`src/rtl/core/tcce_pkg.sv`:
```
// ----------------------------------------------------------------------------
// tcce_pkg
// Types and codes shared by the text console character engine modules.
// ----------------------------------------------------------------------------
package tcce_pkg;

  // command codes of an input word
  localparam logic [1:0] CMD_PUT    = 2'd0;
  localparam logic [1:0] CMD_SETCUR = 2'd1;
  localparam logic [1:0] CMD_CLEAR  = 2'd2;
  localparam logic [1:0] CMD_READ   = 2'd3;

  // control characters
  localparam logic [7:0] CH_BACKSPACE = 8'h08;
  localparam logic [7:0] CH_RETURN    = 8'h0D;
  localparam logic [7:0] CH_NEWLINE   = 8'h0A;

  typedef struct packed {
    logic [1:0] cmd;
    logic [7:0] char_code;
    logic [7:0] attribute;
    logic [6:0] col;
    logic [4:0] row;
  } tcce_in_t;

  typedef struct packed {
    logic [10:0] cursor_index;
    logic [7:0]  cell_char;
    logic [7:0]  cell_attr;
  } tcce_out_t;

  // classified operation handed from front to back
  typedef enum logic [2:0] {
    OP_PUT_CHR,
    OP_PUT_BS,
    OP_PUT_CR,
    OP_PUT_LF,
    OP_SETCUR,
    OP_CLEAR,
    OP_READ
  } tcce_op_t;

  typedef struct packed {
    tcce_op_t   op;
    logic [7:0] char_code;
    logic [7:0] attribute;
    logic [6:0] col;   // saturated
    logic [4:0] row;   // saturated
  } tcce_job_t;

  typedef enum logic [3:0] {
    BK_INIT,
    BK_IDLE,
    BK_EXEC,
    BK_BS_WR,
    BK_RD_WAIT,
    BK_SCR_CHK,
    BK_SCR_CP,
    BK_SCR_BLANK,
    BK_CLEAR,
    BK_DONE
  } tcce_bk_state_t;

endpackage

```
`src/rtl/core/tcce_front.sv`:
```
// ----------------------------------------------------------------------------
// tcce_front
// Takes input words, saturates coordinates and classifies put characters.
// ----------------------------------------------------------------------------
module tcce_front #(
  parameter int COLS = 80,
  parameter int ROWS = 25
) (
  input  logic               push,
  input  tcce_pkg::tcce_in_t in_data,
  output logic               full,
  input  logic               init_busy,
  input  logic               job_full,
  output logic               job_push,
  output tcce_pkg::tcce_job_t job
);
  import tcce_pkg::*;

  localparam logic [6:0] COL_MAX = 7'(COLS - 1);
  localparam logic [4:0] ROW_MAX = 5'(ROWS - 1);

  // no word is taken during the clearing pass after reset
  assign full     = job_full || init_busy;
  assign job_push = push && !full;

  always_comb begin
    job.char_code = in_data.char_code;
    job.attribute = in_data.attribute;
    job.col       = (in_data.col > COL_MAX) ? COL_MAX : in_data.col;
    job.row       = (in_data.row > ROW_MAX) ? ROW_MAX : in_data.row;
    case (in_data.cmd)
      CMD_PUT: begin
        case (in_data.char_code)
          CH_BACKSPACE: job.op = OP_PUT_BS;
          CH_RETURN:    job.op = OP_PUT_CR;
          CH_NEWLINE:   job.op = OP_PUT_LF;
          default:      job.op = OP_PUT_CHR;
        endcase
      end
      CMD_SETCUR: job.op = OP_SETCUR;
      CMD_CLEAR:  job.op = OP_CLEAR;
      default:    job.op = OP_READ;
    endcase
  end

endmodule

```
`config.mk`:
```
export PLATFORM = sky130hd
export DESIGN_NAME = tcce_front
export DESIGN_NICKNAME = d
export VERILOG_FILES = /design/src/rtl/core/tcce_pkg.sv /design/src/rtl/core/tcce_front.sv
export SDC_FILE = /design/constraint.sdc
export NUM_CORES = 1
export LEC_CHECK = 0
export BUFFER_PORTS_ARGS = -buffer_cell sky130_fd_sc_hd__buf_4
export CORE_AREA = 2 2 39 41
export DETAILED_ROUTE_END_ITERATION = 16
export DIE_AREA = 0 0 41 43
export GPL_TIMING_DRIVEN = 0
export PLACE_DENSITY = 0.75
export SETUP_SLACK_MARGIN = 0.02
export SLEW_MARGIN = 20
export SYNTH_ARGS = -nofsm -noshare
export SYNTH_HDL_FRONTEND = slang
export SYNTH_SLANG_ARGS = --single-unit
```
`constraint.sdc`:
```
create_clock -name vclk -period 1.6
set_input_delay 0.08 -clock vclk [all_inputs]
set_output_delay 0.08 -clock vclk [all_outputs]
set_load 0.1 [all_outputs]
```
== Word level (Yosys, flattened, before mapping) ==
Cells that the tools add are included.
Cells by class
  equal/unequal tests: 5
  reduce and logical (&&, ||, !) cells: 4
  multiplexer cells: 4
  order comparisons: 2
Operator list (number)
  equality test 8 x 4 -> 1 bit (second input constant): 3
  one-hot mux 3 bit (3 select lines): 1
  greater-than comparator 7 bit (second input constant): 1
  2-to-1 mux 7 bit: 1
  one-hot mux 2 bit (3 select lines): 1
  greater-than comparator 5 bit (second input constant): 1
  2-to-1 mux 5 bit: 1
  equality test 2 x 1 -> 1 bit (second input constant): 1
  equality test 2 bit (second input constant): 1
  zero test 2 bit: 1
  logical AND 1 bit: 1
  zero test 1 bit: 1
  logical OR 1 bit: 1
Word-level totals
  flip-flop bits (word level): 0
  bits of input ports: 33

== Logic depth before layout (Yosys ltp) ==
  depth in word-level cells: 3
  gate-level depth with buffers: 5
  gate-level depth less buffers: 5

== Worst setup path after synthesis ==
OpenSTA, ideal clock, no wires.
  kind: in2out
  start point: input in_data[29] (netlist name)
  end point: output job[28] (netlist name)
  required time: 1.520 ns
  arrival time: 2.106 ns
  path buffers: 0
  slack: -0.586 ns
  stages on the path: 5
  cell sequence: inv_1 ha_1 nor4b_2 nand3b_1 o22ai_1
RTL lines
  start: declaration: RTL line tcce_front.sv:10  | input tcce_pkg::tcce_in_t in_data,
  end: declaration: RTL line tcce_front.sv:15  | output tcce_pkg::tcce_job_t job

==> out/metrics.cfg <==
[status]
status=completed

[worst_setup_path]
crit_chain=buf_4 -> inv_1 -> ha_1 -> nor4b_2 -> nand3b_1 -> o22ai_1 -> buf_4
arrival_ns=1.26
crit_family=buffers and inverters
critPathKind=input pin to primary output
crit_slowest_cell=buf_4
setup.worst_path.start=in_data[29]
critPathMaxFanout=4
crit_top_cell=buf_4
crit_cells=7
critPathRequiredTime_ns=1.52
worst-path-buf-inv=3
cp_slowest_stage_delay_ns=0.31
endpoint=job[28]
worstSetupStartpointType=input pin
endpoint_kind=primary output

[floorplan]
die_h_microns=43
initial_core_util=0.219
coreArea_sq_um=1380
fp.dieArea_sq_um=1760
ioPinCount=66
rows=14
die_w_microns=41

[route]
ant_nets=0
via_per_inst=3.92
firstDrtPassIters=4
drc_errors=0
finalWirelength_mm=1.06
route.vias.total=470
drtIter0Drc=5
wire_per_inst_microns=8.81

[power_and_ir_drop]
p_sw_w=0.000397
p_int_w=0.000138
irDropWorstVdd_mv=0.345
combPwrFrac=1.000
seq_power_share=0
power_density_nw_per_um2=702
swShare=0.742
total_leakage_power_nw=0.440
p_clk_frac=0

[synthesis]
yosysUniqueCellTypes=16
synthXorXnorAreaFrac=0
synthesis.nets=81
synth_top_family_by_area=buffers and inverters
seq_area_frac_synth=0
syn-cell-area_sq_um=303
synth-compound-area-share=0.0744
ys_warn_count=0
synthMuxAreaShare=0
synth_adder_area_share=0.0826
synth_cells=46
synth-simple-area-share=0.360
synth_area_per_cell_sq_um=6.58

[placed_design]
place_hpwl_microns=999
io_buffers=58
gp_congestion=0.611

[finish]
syn2layout_area_growth_pct=151
clock_buffers=0
seqCellArea_sq_um=0
design.seq.count=0
final_common_cell=buf_4
final_util=0.550
layout.nets=141
mostFrequentLayoutCells=74 x buf_4, 4 x inv_1, 4 x nand2b_1
antenna_cells=0
layout-drive-gt1-share=0.740

[clock_tree]
cts_hold_buffers=0
cts_resized=0
post_cts_buffers=0

[global_route]
overflow=0
first_global_vias=410
track_usage=0.117
antenna_found_initial=0
grt_start_max_net_pins=5
grt_pass1_wl_mm=1.55

[sta]
slew_headroom=0.812
finalSetupViolations=0
fmax_mhz=748
rsz0062_at_grt=false
finalSetupTns_ns=0
post-route-period-util=0.835
worstMarginPinSlew_ns=0.285
finalCriticalPeriod_ns=1.34
final_max_slew_viol_count=0
hold_viol=0

[hold_path]
hold_path_class=input pin to primary output

[run]
cap_violations=0

## per-layer routing
metal / GRT usage / part of all wire / vias to the layer above
met3: 0.00524 / 0.13 / 2
met4: 0.0200 / 0.0095 / 0
met1: 0.108 / 0.25 / 195
met2: 0.247 / 0.61 / 30
li1: - / - / 243
met5: 0 / 0 / -
## synthesized netlist by cell type
cell type | n | share of area
o21ai_1 | 1 | 0.017
nor4b_2 | 1 | 0.050
a21oi_1 | 1 | 0.017
ha_1 | 2 | 0.083
clkbuf_1 | 3 | 0.037
o22ai_1 | 2 | 0.041
or2_2 | 1 | 0.021
nor2b_1 | 2 | 0.041
nor2_1 | 2 | 0.025
nand3b_1 | 1 | 0.025
and3b_1 | 1 | 0.029
buf_4 | 16 | 0.40
inv_1 | 4 | 0.050
nand2b_1 | 4 | 0.083
and2_1 | 3 | 0.062
nand2_1 | 2 | 0.025
## stage by stage
step	total power, W	hold WS, ns	setup slack (ns)	area (sq um)	cells
after floorplan	0.000410	0.372	-0.586	305	46
after CTS	0.000537	0.487	0.239	761	120
after global routing	0.000553	0.493	0.126	761	120
final	0.000534	0.487	0.263	761	120
after detailed placement	0.000536	0.488	0.246	761	120
after global placement	0.000533	0.487	0.241	761	120
## logic make-up (layout without fill, tap and decap cells)
family,Yosys count,after routing
adders and majority gates,2,2
buffers and inverters,23,81
and+or+nand+nor,17,17
AOI/OAI and AO/OA,4,4
## layout make-up
type / instances / area (sq um)
timing repair buffer: 58 / 435
tap: 16 / 20.0
multi-input combinational: 23 / 159
inverter: 4 / 15.0
fill: 142 / 623
buffer: 19 / 131
## power by group through the flow
stage / Sequential [W] / Combinational [W] / Clock, W
floorplan: 0 / 0.000410 / 0
global placement: 0 / 0.000533 / 0
detailed placement: 0 / 0.000536 / 0
CTS: 0 / 0.000537 / 0
global route: 0 / 0.000553 / 0
finish: 0 / 0.000534 / 0
## how the worst min path moves through the flow
stage / to / slack [ns] / start / cells past startpoint
after global routing: job[15] / 0.49 / in_data[15] / 2
after floorplan: job[12] / 0.37 / in_data[12] / 1
after detailed placement: job[18] / 0.49 / in_data[18] / 2
after CTS: job[18] / 0.49 / in_data[18] / 2
final: job[18] / 0.49 / in_data[18] / 2
after global placement: job[19] / 0.49 / in_data[19] / 2
(Power assumes the default switching activity.)
