**config.mk**
```make
export PLATFORM = sky130hd
export DESIGN_NAME = tcce_fifo
export DESIGN_NICKNAME = d
export VERILOG_FILES = /design/src/rtl/core/tcce_fifo.sv
export SDC_FILE = /design/constraint.sdc
export NUM_CORES = 1
export LEC_CHECK = 0
export ABC_AREA = 1
export BUFFER_PORTS_ARGS = -buffer_cell sky130_fd_sc_hd__clkbuf_2
export CAP_MARGIN = 25
export CORE_UTILIZATION = 44
export DETAILED_ROUTE_END_ITERATION = 6
export PLACE_DENSITY = 0.71
export SETUP_SLACK_MARGIN = 0.1
export SYNTH_ARGS = -nofsm -noshare
export SYNTH_HDL_FRONTEND = slang
export SYNTH_SLANG_ARGS = --single-unit
```
**constraint.sdc**
```tcl
create_clock -name clk -period 1.3 [get_ports clk]
set_input_delay 0 -clock clk [delete_from_list [all_inputs] [get_ports clk]]
set_output_delay 0 -clock clk [all_outputs]
set_load 0.05 [all_outputs]
```
**src/rtl/core/tcce_fifo.sv**
```systemverilog
// ----------------------------------------------------------------------------
// tcce_fifo
// Small register queue with the oldest word shown on its output.
// ----------------------------------------------------------------------------
module tcce_fifo #(
  parameter int W     = 8,
  parameter int DEPTH = 2
) (
  input  logic         clk,
  input  logic         rst_n,
  input  logic         push,
  input  logic [W-1:0] din,
  output logic         full,
  input  logic         pop,
  output logic [W-1:0] dout,
  output logic         empty
);

  localparam int PTR_W = (DEPTH > 1) ? $clog2(DEPTH) : 1;
  localparam int CNT_W = $clog2(DEPTH + 1);

  logic [W-1:0]     mem_r [DEPTH];
  logic [PTR_W-1:0] wr_ptr_r, wr_ptr_nxt;
  logic [PTR_W-1:0] rd_ptr_r, rd_ptr_nxt;
  logic [CNT_W-1:0] cnt_r, cnt_nxt;
  logic             do_push, do_pop;

  assign full    = (cnt_r == CNT_W'(DEPTH));
  assign empty   = (cnt_r == '0);
  assign do_push = push && !full;
  assign do_pop  = pop && !empty;
  assign dout    = mem_r[rd_ptr_r];

  always_comb begin
    wr_ptr_nxt = wr_ptr_r;
    rd_ptr_nxt = rd_ptr_r;
    cnt_nxt    = cnt_r;
    if (do_push) begin
      wr_ptr_nxt = (wr_ptr_r == PTR_W'(DEPTH - 1)) ? '0 : wr_ptr_r + 1'b1;
    end
    if (do_pop) begin
      rd_ptr_nxt = (rd_ptr_r == PTR_W'(DEPTH - 1)) ? '0 : rd_ptr_r + 1'b1;
    end
    if (do_push && !do_pop) begin
      cnt_nxt = cnt_r + 1'b1;
    end else if (do_pop && !do_push) begin
      cnt_nxt = cnt_r - 1'b1;
    end
  end

  always_ff @(posedge clk) begin
    if (!rst_n) begin
      wr_ptr_r <= '0;
      rd_ptr_r <= '0;
      cnt_r    <= '0;
    end else begin
      wr_ptr_r <= wr_ptr_nxt;
      rd_ptr_r <= rd_ptr_nxt;
      cnt_r    <= cnt_nxt;
    end
  end

  always_ff @(posedge clk) begin
    if (do_push) begin
      mem_r[wr_ptr_r] <= din;
    end
  end

endmodule

```
# After elaboration in Yosys (flattened, before gate mapping)
# Memory sizes are Yosys's and may differ from the RTL's. A register that Yosys moved wholly into a read port is not among the register bits.
# Index checks and enable logic that the tools add are counted.
[op_classes]
add_sub_neg = 4
eq_ne = 1
mux = 8
n_reduce_logical = 10
[ops]
columns = ["op", "n"]
rows = [
  ["$mux W1", 6],
  ["$logic_and A1 B1 Y1", 4],
  ["$logic_not A1 Y1", 4],
  ["$mux W2", 2],
  ["$add A1 B1 Y1 const B", 2],
  ["$add A2 B1 Y2 const B", 1],
  ["$eq A2 B2 Y1 const B", 1],
  ["$logic_not A2 Y1", 1],
  ["$reduce_bool A2 Y1", 1],
  ["$sub A2 B1 Y2 const B", 1],
]
[word_totals]
regBits = 4
ramBits = 16
elab_cells = 27
mem_count = 1
[mem_list]
columns = ["name", "depth", "width", "read_ports", "rd_clocked_by_memory_dff", "wr", "line_no", "source"]
rows = [
  ["mem_r", 2, 8, 1, 1, 1, "22", "logic [W-1:0] mem_r [DEPTH];"],
]

# Logic depth before layout (Yosys ltp)
# Gate-level depths: netlist (run 1).
[logic_depth]
ltp_word = 7
depth_mapped = 10
ltp_nobuf = 10

# Worst setup path after synthesis (run 1)
# OpenSTA, ideal clock, no wires.
[synth_path]
kind = "register to register"
from = "register cnt_r[0]"
to = "register cnt_r[1]"
setup_time_ns = 0.064
t_arrival_ns = 1.743
required_ns = 1.236
slack_ns = -0.507
path_stages_with_launch = 10
n_path_buf = 0
synth_period_minus_slack_ns = 1.807
path_cell_list = "dfxtp_1 -> nor2_1 -> nor2_2 -> inv_1 -> ha_1 -> inv_1 -> nand3_1 -> nand2_1 -> inv_1 -> nor2_1"
[synth_via]
elab_chain_len = 6
[synth_rtl]
columns = ["item", "line_no", "source"]
rows = [
  ["from (decl)", "25", "logic [CNT_W-1:0] cnt_r, cnt_nxt;"],
  ["from (signal assigned)", "59", "cnt_r <= cnt_nxt;"],
  ["$logic_not A2 Y1 *", "29", "assign empty = (cnt_r == '0);"],
  ["via empty", "16", "output logic empty"],
  ["$logic_not A1 Y1 *", "31", "assign do_pop = pop && !empty;"],
  ["$logic_and A1 B1 Y1 *", "31", ""],
  ["$logic_not A1 Y1", "44", "if (do_push && !do_pop) begin"],
  ["$logic_and A1 B1 Y1", "44", ""],
  ["$mux W2 or $reduce_bool A2 Y1 (tied branches)", "-", ""],
]
# Mark *: on every way through the listed nets, which the timed path passes. The rest lies on a longest branch. The select of a mux whose other input is x is not followed.
# A chain may end at the register's enable or synchronous reset.

==> results of run 1 <==
[kinds of logic (layout without fill, tap and decap cells)]
kind of cell,after synthesis,in the layout,synth area share
AO/OA/AOI/OAI,4,4,0.0289
buffers and inverters,10,50,0.0471
AND/OR/NAND/NOR,19,19,0.0942
multiplexers,8,8,0.109
adder cells (fa/ha/maj),1,1,0.0152
flip-flops,21,21,0.705
[final cells by class]
cell class                      count  area [µm²]
Inverter                            9        36.3
Clock buffer                        3        22.5
Timing Repair Buffer               37         350
Clock inverter                      1        5.00
Multi-Input combinational cell     32         292
Tap cell                           25        31.3
Sequential cell                    21         589
Fill cell                         120         419
[worst max-delay path, cell delays in order, from the launching register on]
cell     delay [ns]
dfxtp_2        0.36
buf_12         0.13
mux2_4         0.31
buf_8          0.15
[sequential cells by signal (all words and copies together), names as in the netlist, named ones only]
signal,cells
mem_r,16
cnt_r,2
rd_ptr_r,1
wr_ptr_r,1
[worst min path at each step]
stage | from | slack (ns) | to
3_5_place_dp | din[0] | 0.19 | mem_r[0][0]
3_3_place_gp | din[2] | 0.19 | mem_r[0][2]
2_1_floorplan | din[0] | 0.1 | mem_r[0][0]
5_1_grt | pop | 0.15 | register
6_report | pop | 0.09 | register
4_1_cts | pop | 0.06 | register
[cell usage in the layout, fill, tap and decap left out, types with 3 or more instances in the layout]
cell and instances:
buf_4 5, buf_8 8, clkbuf_2 12, clkbuf_4 3
dlygate4sd3_1 9, edfxtp_1 16, inv_1 4, inv_2 4
mux2_4 8, nand2_1 6, nor2_1 5, nor2_4 4
[metrics by stage]
step	worst slack [ns]	setup TNS (ns)	std cells	instance area (µm²)
after floorplan	-0.0537	-0.0998	63	852
after global placement	-0.00720	-0.0566	111	1020
after detailed placement	-0.0724	-0.981	111	1020
after CTS	0.00266	0	128	1290
after global routing	-0.0356	-0.0356	128	1330
final	0.0411	0	128	1330
[power groups by stage]
stage	logic (W)	clock network, W	registers [W]
2_1_floorplan	0.000779	0	0.000937
3_3_place_gp	0.000994	0	0.000950
3_5_place_dp	0.00102	0	0.000962
4_1_cts	0.00132	0.000318	0.000955
5_1_grt	0.00152	0.000334	0.000980
6_report	0.00142	0.000308	0.000967
[per-layer routing]
layer  GRT usage  wire length [µm]
met3      0.0240                34
met1       0.189               620
met5           0                 0
met4       0.127                40
met2       0.322               909
[repair_timing]
item / 4_1_cts / 5_1_grt
resized for setup: 35 / 16
setup buffers: 4 / 0
hold buffers: 9 / 0
gates cloned: 0 / 0
hold endpoints to repair: 21 / 0
endpoints found under the setup margin: 27 / 28
pin swaps: 6 / 5
==> impl_metrics.tcl, run 1 <==
set metrics [dict create \
    status "completed" \
    r2r_cells 9 \
    ioPinCount 22 \
    power.leakage_nw 0.554 \
    netlist_instances 63 \
    drive_above_1_share 0.553 \
    drv_slew 0 \
    synth_seq_cells 21 \
    rsz0062_at_grt "true" \
    synth-main-ff-cell "edfxtp_1" \
    gr-usage-all-layers 0.179 \
    synth.distinct_cells 15 \
    whs_path_depth 5 \
    ys_warn_count 0 \
    start_kind "register" \
    vdd_drop_max_mv 1.69 \
    die_h_um 45.3 \
    cp-end-kind "output pin" \
    setup_viol 0 \
    worstSkewPairLatency_ns 0.30 \
    initial_core_util 0.472 \
    fmax_ghz 0.794 \
    hpwl_um 945 \
    grt_max_degree 13 \
    portBuffers 21 \
    clockBufferDepth 2 \
    crit_type "register to output pin" \
    clock_skew_ns 0.00124 \
    ys_async_sr_fraction 0 \
    drt_wl_total_mm 1.61 \
    antenna_found_initial 0 \
    first_global_vias 636 \
    period_needed_ns 1.26 \
    cp.arrival_ns 1.26 \
    fin_nets 117 \
    vias_per_cell 4.70 \
    synth-edff-count 16 \
    pwr-share-clk 0.114 \
    vias 602 \
    avgSynthCellArea_um2 13.1 \
    netlist_top_cells_area "edfxtp_1, dfxtp_1, mux2_2" \
    finalCritPeriodShare 0.968 \
    cts.clk_slew.worst_paths_ns 0.11 \
    grt_overflow_total 0 \
    drcViolationCount 0 \
    power_frac_comb 0.528 \
    cts_max_level 1 \
    netlist.area_leader.share 0.584 \
    p_int_w 0.00162 \
    post-synth-top-count-cell "edfxtp_1" \
    p_sw_frac 0.399 \
    die-area_mm2 0.00205 \
    reg2reg_slack_ns 0.05 \
    first_pass_iters 3 \
    drv_cap 0 \
    cts.sink_count 21 \
    core-area_mm2 0.00175 \
    worst_pin_slew_ns 0.270 \
    hold_viol_final 0 \
    netlist_area_um2 823 \
    yosys-top-cells-count "edfxtp_1, nor2_1, inv_1, mux2_2, nand2_1" \
    synth.yosys.seq_area_share 0.705 \
    die_x_um 45.3 \
    crit_fanout 8 \
    drt_iter0_drc 4 \
    endpoint "dout[6]" \
    final_util 0.760 \
    crit_required_ns 1.30 \
    gp_congestion 0.817 \
    seq_power_share 0.358 \
    num_rows 15 \
    worst_hold_slack_ns 0.0923 \
    syn_nets 76 \
    grt_pass1_wl_mm 2.44 \
    worstReg2RegEnd "cnt_r[1]" \
    area_growth_pct 61.1 \
    numCtsBuffers 3 \
    slew_headroom 0.819 \
    postRouteAntennaNets 0 \
    p_per_area_mw_per_mm2 2040 \
    diodes 0 \
    r2r-start "cnt_r[1]" \
    cts_tree "done" \
    switching_power_w 0.00108 \
    worstHoldPathType "input pin to register" \
    post_drt_wl_per_cell_um 12.5 \
    power_w 0.00270 \
    cts_root_buf "clkbuf_4" \
    synth_top_area_cell "edfxtp_1" \
]
(Power assumes the default switching activity.)
==> run 2, diff against run 1 <==
--- a/config.mk
+++ b/config.mk
@@ -8,9 +8,11 @@
 export ABC_AREA = 1
 export BUFFER_PORTS_ARGS = -buffer_cell sky130_fd_sc_hd__clkbuf_2
 export CAP_MARGIN = 25
-export CORE_UTILIZATION = 44
+export CELL_PAD_IN_SITES_DETAIL_PLACEMENT = 0
+export CELL_PAD_IN_SITES_GLOBAL_PLACEMENT = 2
+export CORE_UTILIZATION = 29
 export DETAILED_ROUTE_END_ITERATION = 6
-export PLACE_DENSITY = 0.71
+export PLACE_DENSITY_LB_ADDON = 0.1
 export SETUP_SLACK_MARGIN = 0.1
 export SYNTH_ARGS = -nofsm -noshare
 export SYNTH_HDL_FRONTEND = slang
==> run 2 against run 1 <==
- non-clock buffer count decreased by 3
- cell count increased by 1.6%
- total power decreased by 5.0%
- worst hold slack got worse by 0.021 ns
- critical endpoint is now cnt_r[1]
- setup slack improved by 0.0031 ns
- critical path depth increased by 5
- clock power decreased by 3%
- register-to-register slack about the same
- sequential cell count unchanged
==> impl_metrics.tcl, run 2 (same netlist as run 1, synthesis figures left out) <==
set metrics [dict create \
    gp_congestion 0.727 \
    setup_viol 0 \
    clockBufferDepth 2 \
    clock_skew_ns 0.00142 \
    grt_max_degree 12 \
    cts.sink_count 21 \
    worstHoldPathType "input pin to register" \
    period_needed_ns 1.26 \
    final_cell_mix "edfxtp_1, clkbuf_2, dlygate4sd3_1, mux2_4, buf_8" \
    worst_pin_slew_ns 0.450 \
    ff_latch_area_um2 589 \
    reg2reg_slack_ns 0.04 \
    r2r_cells 8 \
    min_to "wr_ptr_r" \
    post_drt_wl_per_cell_um 11.0 \
    largest_reg_flops 16 \
    antenna_found_initial 0 \
    fmax_ghz 0.796 \
    cts_tree "done" \
    whs_path_depth 4 \
    hpwl_um 945 \
    cp.arrival_ns 1.46 \
    start_kind "register" \
    final_common_cell "edfxtp_1" \
    drt_iter0_drc 6 \
    gr-usage-all-layers 0.102 \
    crit_fanout 5 \
    cp-end-kind "register" \
    die-area_mm2 0.00306 \
    min-delay-start "push" \
    placed_area_mm2 0.00100 \
    crit_type "register to register" \
    num_rows 18 \
    hold_viol_final 0 \
    r2r-start "cnt_r[0]" \
    slew_headroom 0.700 \
    area_growth_pct 54.9 \
    first_global_vias 537 \
    regMostFlops "mem_r" \
    die_x_um 55.3 \
    drv_cap 0 \
    power.leakage_nw 0.529 \
    p_per_area_mw_per_mm2 2010 \
    crit_required_ns 1.50 \
    biggestRegsByFlops "mem_r (16), cnt_r (2)" \
    postRouteAntennaNets 0 \
    grt_pass1_wl_mm 2.37 \
    drive_above_1_share 0.510 \
    drcViolationCount 0 \
    core-area_mm2 0.00259 \
    diodes 0 \
    initial_core_util 0.318 \
    rsz0062_at_grt "true" \
    ioPinCount 22 \
    numCtsBuffers 3 \
    finalCritPeriodShare 0.966 \
    worst_hold_slack_ns 0.0710 \
    drt_wl_total_mm 1.44 \
    first_pass_iters 4 \
    fin_nets 114 \
    die_h_um 55.3 \
    vias 552 \
    multi_input_area_um2 277 \
    final_cell_area_mm2 0.00127 \
    cts_max_level 1 \
    worstReg2RegEnd "cnt_r[1]" \
    portBuffers 21 \
    fillCellCount 228 \
    grt_overflow_total 0 \
    drv_slew 0 \
    status "completed" \
    worstSkewPairLatency_ns 0.29 \
    cts.clk_slew.worst_paths_ns 0.11 \
    cts_root_buf "clkbuf_4" \
    vias_per_cell 4.25 \
    vdd_drop_max_mv 1.25 \
]
==> run 2: worst max-delay path by stage <==
stage | cells after the start | to | slack, ns | startpoint
floorplan | 8 | cnt_r[1] | -0.05 | cnt_r[0]
global placement | 9 | cnt_r[1] | -0.04 | cnt_r[1]
detailed placement | 8 | cnt_r[1] | -0.05 | cnt_r[0]
CTS | 2 | dout[6] | 0.02 | register
global route | 8 | cnt_r[1] | -0.07 | cnt_r[0]
finish | 8 | cnt_r[1] | 0.04 | cnt_r[0]
==> run 2: what timing repair did <==
| action | in CTS | in global routing |
|---|---|---|
| hold buffers | 9 | 0 |
| setup endpoints to repair | 27 | 28 |
| hold endpoints to repair | 21 | 0 |
| resized for setup | 27 | 19 |
| buffers inserted | 1 | 1 |
| pin swaps | 4 | 1 |
==> run 2: metrics by stage <==
step / power, W / setup slack [ns] / util / cells / setup TNS, ns
finish: 0.00256 / 0.0442 / 0.492 / 130 / 0
global route: 0.00272 / -0.0750 / 0.492 / 130 / -0.159
CTS: 0.00246 / 0.0235 / 0.472 / 129 / 0
detailed placement: 0.00194 / -0.0480 / 0.388 / 115 / -0.0503
global placement: 0.00195 / -0.0358 / 0.388 / 115 / -0.0601
floorplan: 0.00172 / -0.0537 / - / 63 / -0.0998
==> run 2: cell type report <==
class	count	share of cell area
Inverter	9	0.0265
Clock buffer	4	0.0206
Tap cell	30	0.0294
Timing Repair Buffer	34	0.244
Sequential cell	21	0.462
Multi-Input combinational cell	32	0.217
==> run 2: critical path, cell delays in order, from the launching register on <==
cell and delay (ns):
dfxtp_4 0.39, o21ai_4 0.21, inv_2 0.08, ha_4 0.28, inv_2 0.04, nand3_2 0.06
nand2_1 0.05, inv_1 0.04, nor2_1 0.03
==> run 2: routing by layer <==
| metal | track usage | routed length, µm | part of all wire | vias up |
|---|---|---|---|---|
| li1 | - | - | - | 285 |
| met1 | 0.137 | 689 | 0.48 | 249 |
| met2 | 0.148 | 675 | 0.47 | 16 |
| met3 | 0.0445 | 59 | 0.041 | 2 |
| met4 | 0.0321 | 10 | 0.0070 | 0 |
| met5 | 0 | 0 | 0 | - |
==> run 2: report_power, final <==
part           switching [W]  total (W)  internal [W]  leakage, nW
Clock               0.000180   0.000299      0.000119       0.0150
Sequential          0.000109   0.000983      0.000874        0.192
Combinational       0.000723    0.00128      0.000558        0.322
Total                0.00101    0.00256       0.00155        0.529
==> run 3, diff against run 2 <==
--- a/config.mk
+++ b/config.mk
@@ -13,7 +13,7 @@
 export CORE_UTILIZATION = 29
 export DETAILED_ROUTE_END_ITERATION = 6
 export PLACE_DENSITY_LB_ADDON = 0.1
-export SETUP_SLACK_MARGIN = 0.1
+export SETUP_SLACK_MARGIN = 0.4
 export SYNTH_ARGS = -nofsm -noshare
 export SYNTH_HDL_FRONTEND = slang
 export SYNTH_SLANG_ARGS = --single-unit
==> run 3 against run 2 <==
- global-route usage barely moved
- final area is 7.7% higher
- register-to-register slack improved by 0.02 ns
- cell count up 3.1%
- setup slack worse by 0.0073 ns
- total power increased by 10%
- via count grew 3.3%
- clock power about the same
- fmax is 0.58% lower
- critical path depth fell by 5
- worst hold slack better by 0.011 ns
- core utilization up 3.8 points
- largest cell class unchanged
- largest power group unchanged
==> impl_metrics.tcl, run 3 (same netlist as run 1, synthesis figures left out) <==
set metrics [dict create \
    crit_required_ns 1.30 \
    drt_wl_total_mm 1.41 \
    drcViolationCount 0 \
    ioPinCount 22 \
    die-area_mm2 0.00306 \
    numCtsBuffers 3 \
    worstSkewPairLatency_ns 0.29 \
    final_cell_mix "edfxtp_1, clkbuf_2, buf_8, dlygate4sd3_1, mux2_4" \
    clockBufferDepth 2 \
    first_pass_iters 4 \
    slowest_delay_ns 0.34 \
    cp.arrival_ns 1.26 \
    postRouteAntennaNets 0 \
    largest_reg_flops 16 \
    stdcell_count 134 \
    rsz0062_at_grt "true" \
    final_util 0.530 \
    cts_root_buf "clkbuf_4" \
    wl_met2_um 758 \
    start_kind "register" \
    vias_per_cell 4.25 \
    cp_top_family "flip-flops" \
    first_global_vias 560 \
    area_growth_pct 66.7 \
    initial_core_util 0.318 \
    fin_nets 118 \
    worstHoldPathType "input pin to register" \
    grt_overflow_total 0 \
    cts.sink_count 21 \
    cts.clk_slew.worst_paths_ns 0.11 \
    fillCellCount 225 \
    slew_headroom 0.716 \
    hold_viol_final 0 \
    worst_pin_slew_ns 0.426 \
    cts_max_level 1 \
    die_h_um 55.3 \
    diodes 0 \
    final_common_cell "edfxtp_1" \
    dr_wl_met3_um 52 \
    crit_chain "buf_8 > mux2_4 > clkbuf_16" \
    crit_fanout 8 \
    post_drt_wl_per_cell_um 10.5 \
    status "completed" \
    gr-usage-all-layers 0.102 \
    die_x_um 55.3 \
    period_needed_ns 1.26 \
    regMostFlops "mem_r" \
    vias 570 \
    fmax_ghz 0.792 \
    routedLengthMet1_um 573 \
    drv_cap 0 \
    crit_type "register to output pin" \
    vdd_drop_max_mv 1.20 \
    num_rows 18 \
    biggestRegsByFlops "mem_r (16), cnt_r (2)" \
    crit_buf_inv 2 \
    p_per_area_mw_per_mm2 2060 \
    gp_congestion 0.678 \
    grt_pass1_wl_mm 2.35 \
    portBuffers 21 \
    placed_area_mm2 0.00106 \
    cts_tree "done" \
    topRoutingLayerUsed "met4" \
    clock_skew_ns 0.00362 \
    power.leakage_nw 0.569 \
    final_cell_area_mm2 0.00137 \
    antenna_found_initial 0 \
    drt_iter0_drc 12 \
    finalCritPeriodShare 0.972 \
    cp-end-kind "output pin" \
    drv_slew 0 \
    setup_viol 0 \
    crit_slowest_cell "dfxtp_2" \
    hpwl_mm 1.02 \
    core-area_mm2 0.00259 \
    dpl.cell_count 118 \
    drive_above_1_share 0.538 \
    grt_max_degree 12 \
]
## run 3: cell count changes in the layout (fill, tap and decap cells not counted), sizes merged
| cell | before | now |
|---|---|---|
| buf | 14 | 17 |
| clkbuf | 15 | 16 |
## run 3: power breakdown
part	total (W)	switching, W	internal (W)
registers	0.000962	0.0000856	0.000876
logic	0.00157	0.000807	0.000759
clock network	0.000297	0.000178	0.000119
total	0.00283	0.00107	0.00175
## run 3: worst register-to-register path, cell delays in order (launching register included)
cell	delay (ns)
dfxtp_4	0.40
inv_4	0.04
o21ai_4	0.15
inv_2	0.07
ha_4	0.24
inv_2	0.06
nand3_2	0.05
nand2_1	0.06
inv_1	0.03
nor2_1	0.08
## run 3: area by class of cell
cell class | count | area (µm²) | area share
clock buffers | 4 | 26.3 | 0.0191
inverters | 9 | 36.3 | 0.0264
multi-input cells | 32 | 292 | 0.212
flip-flops and latches | 21 | 589 | 0.429
well taps | 30 | 37.5 | 0.0273
repair buffers | 38 | 392 | 0.285
## run 3: timing repair
item / CTS / global route
pin swaps: 4 / 6
endpoints found under the setup margin: 29 / 31
buffers inserted: 1 / 2
gates resized for setup: 37 / 14
endpoints found under the hold margin: 21 / 0
hold buffers: 9 / 0
## run 3: layer usage
layer  vias to the layer above  track usage
met5                         -            0
met3                         2       0.0234
met2                        12        0.176
met1                       261        0.110
li1                        295            -
met4                         0       0.0679
## run 3: stage by stage
stage / total power, W / setup WS (ns) / hold WS (ns) / TNS (ns)
after detailed placement: 0.00202 / -0.0562 / 0.196 / -0.0857
after CTS: 0.00268 / 0.0181 / 0.0768 / 0
after global placement: 0.00201 / -0.0812 / 0.190 / -0.154
final: 0.00283 / 0.0369 / 0.0822 / 0
after global routing: 0.00297 / -0.0219 / 0.122 / -0.0250
after floorplan: 0.00178 / -0.0537 / 0.0989 / -0.0998
## run 3: path summary, 6_finish.rpt
kind	start	to	slack [ns]	depth (start not counted)
max	register	dout[3]	0.04	3
max reg2reg	cnt_r[1]	cnt_r[1]	0.06	9
min	pop	rd_ptr_r	0.08	5
min reg2reg	rd_ptr_r	rd_ptr_r	0.50	2
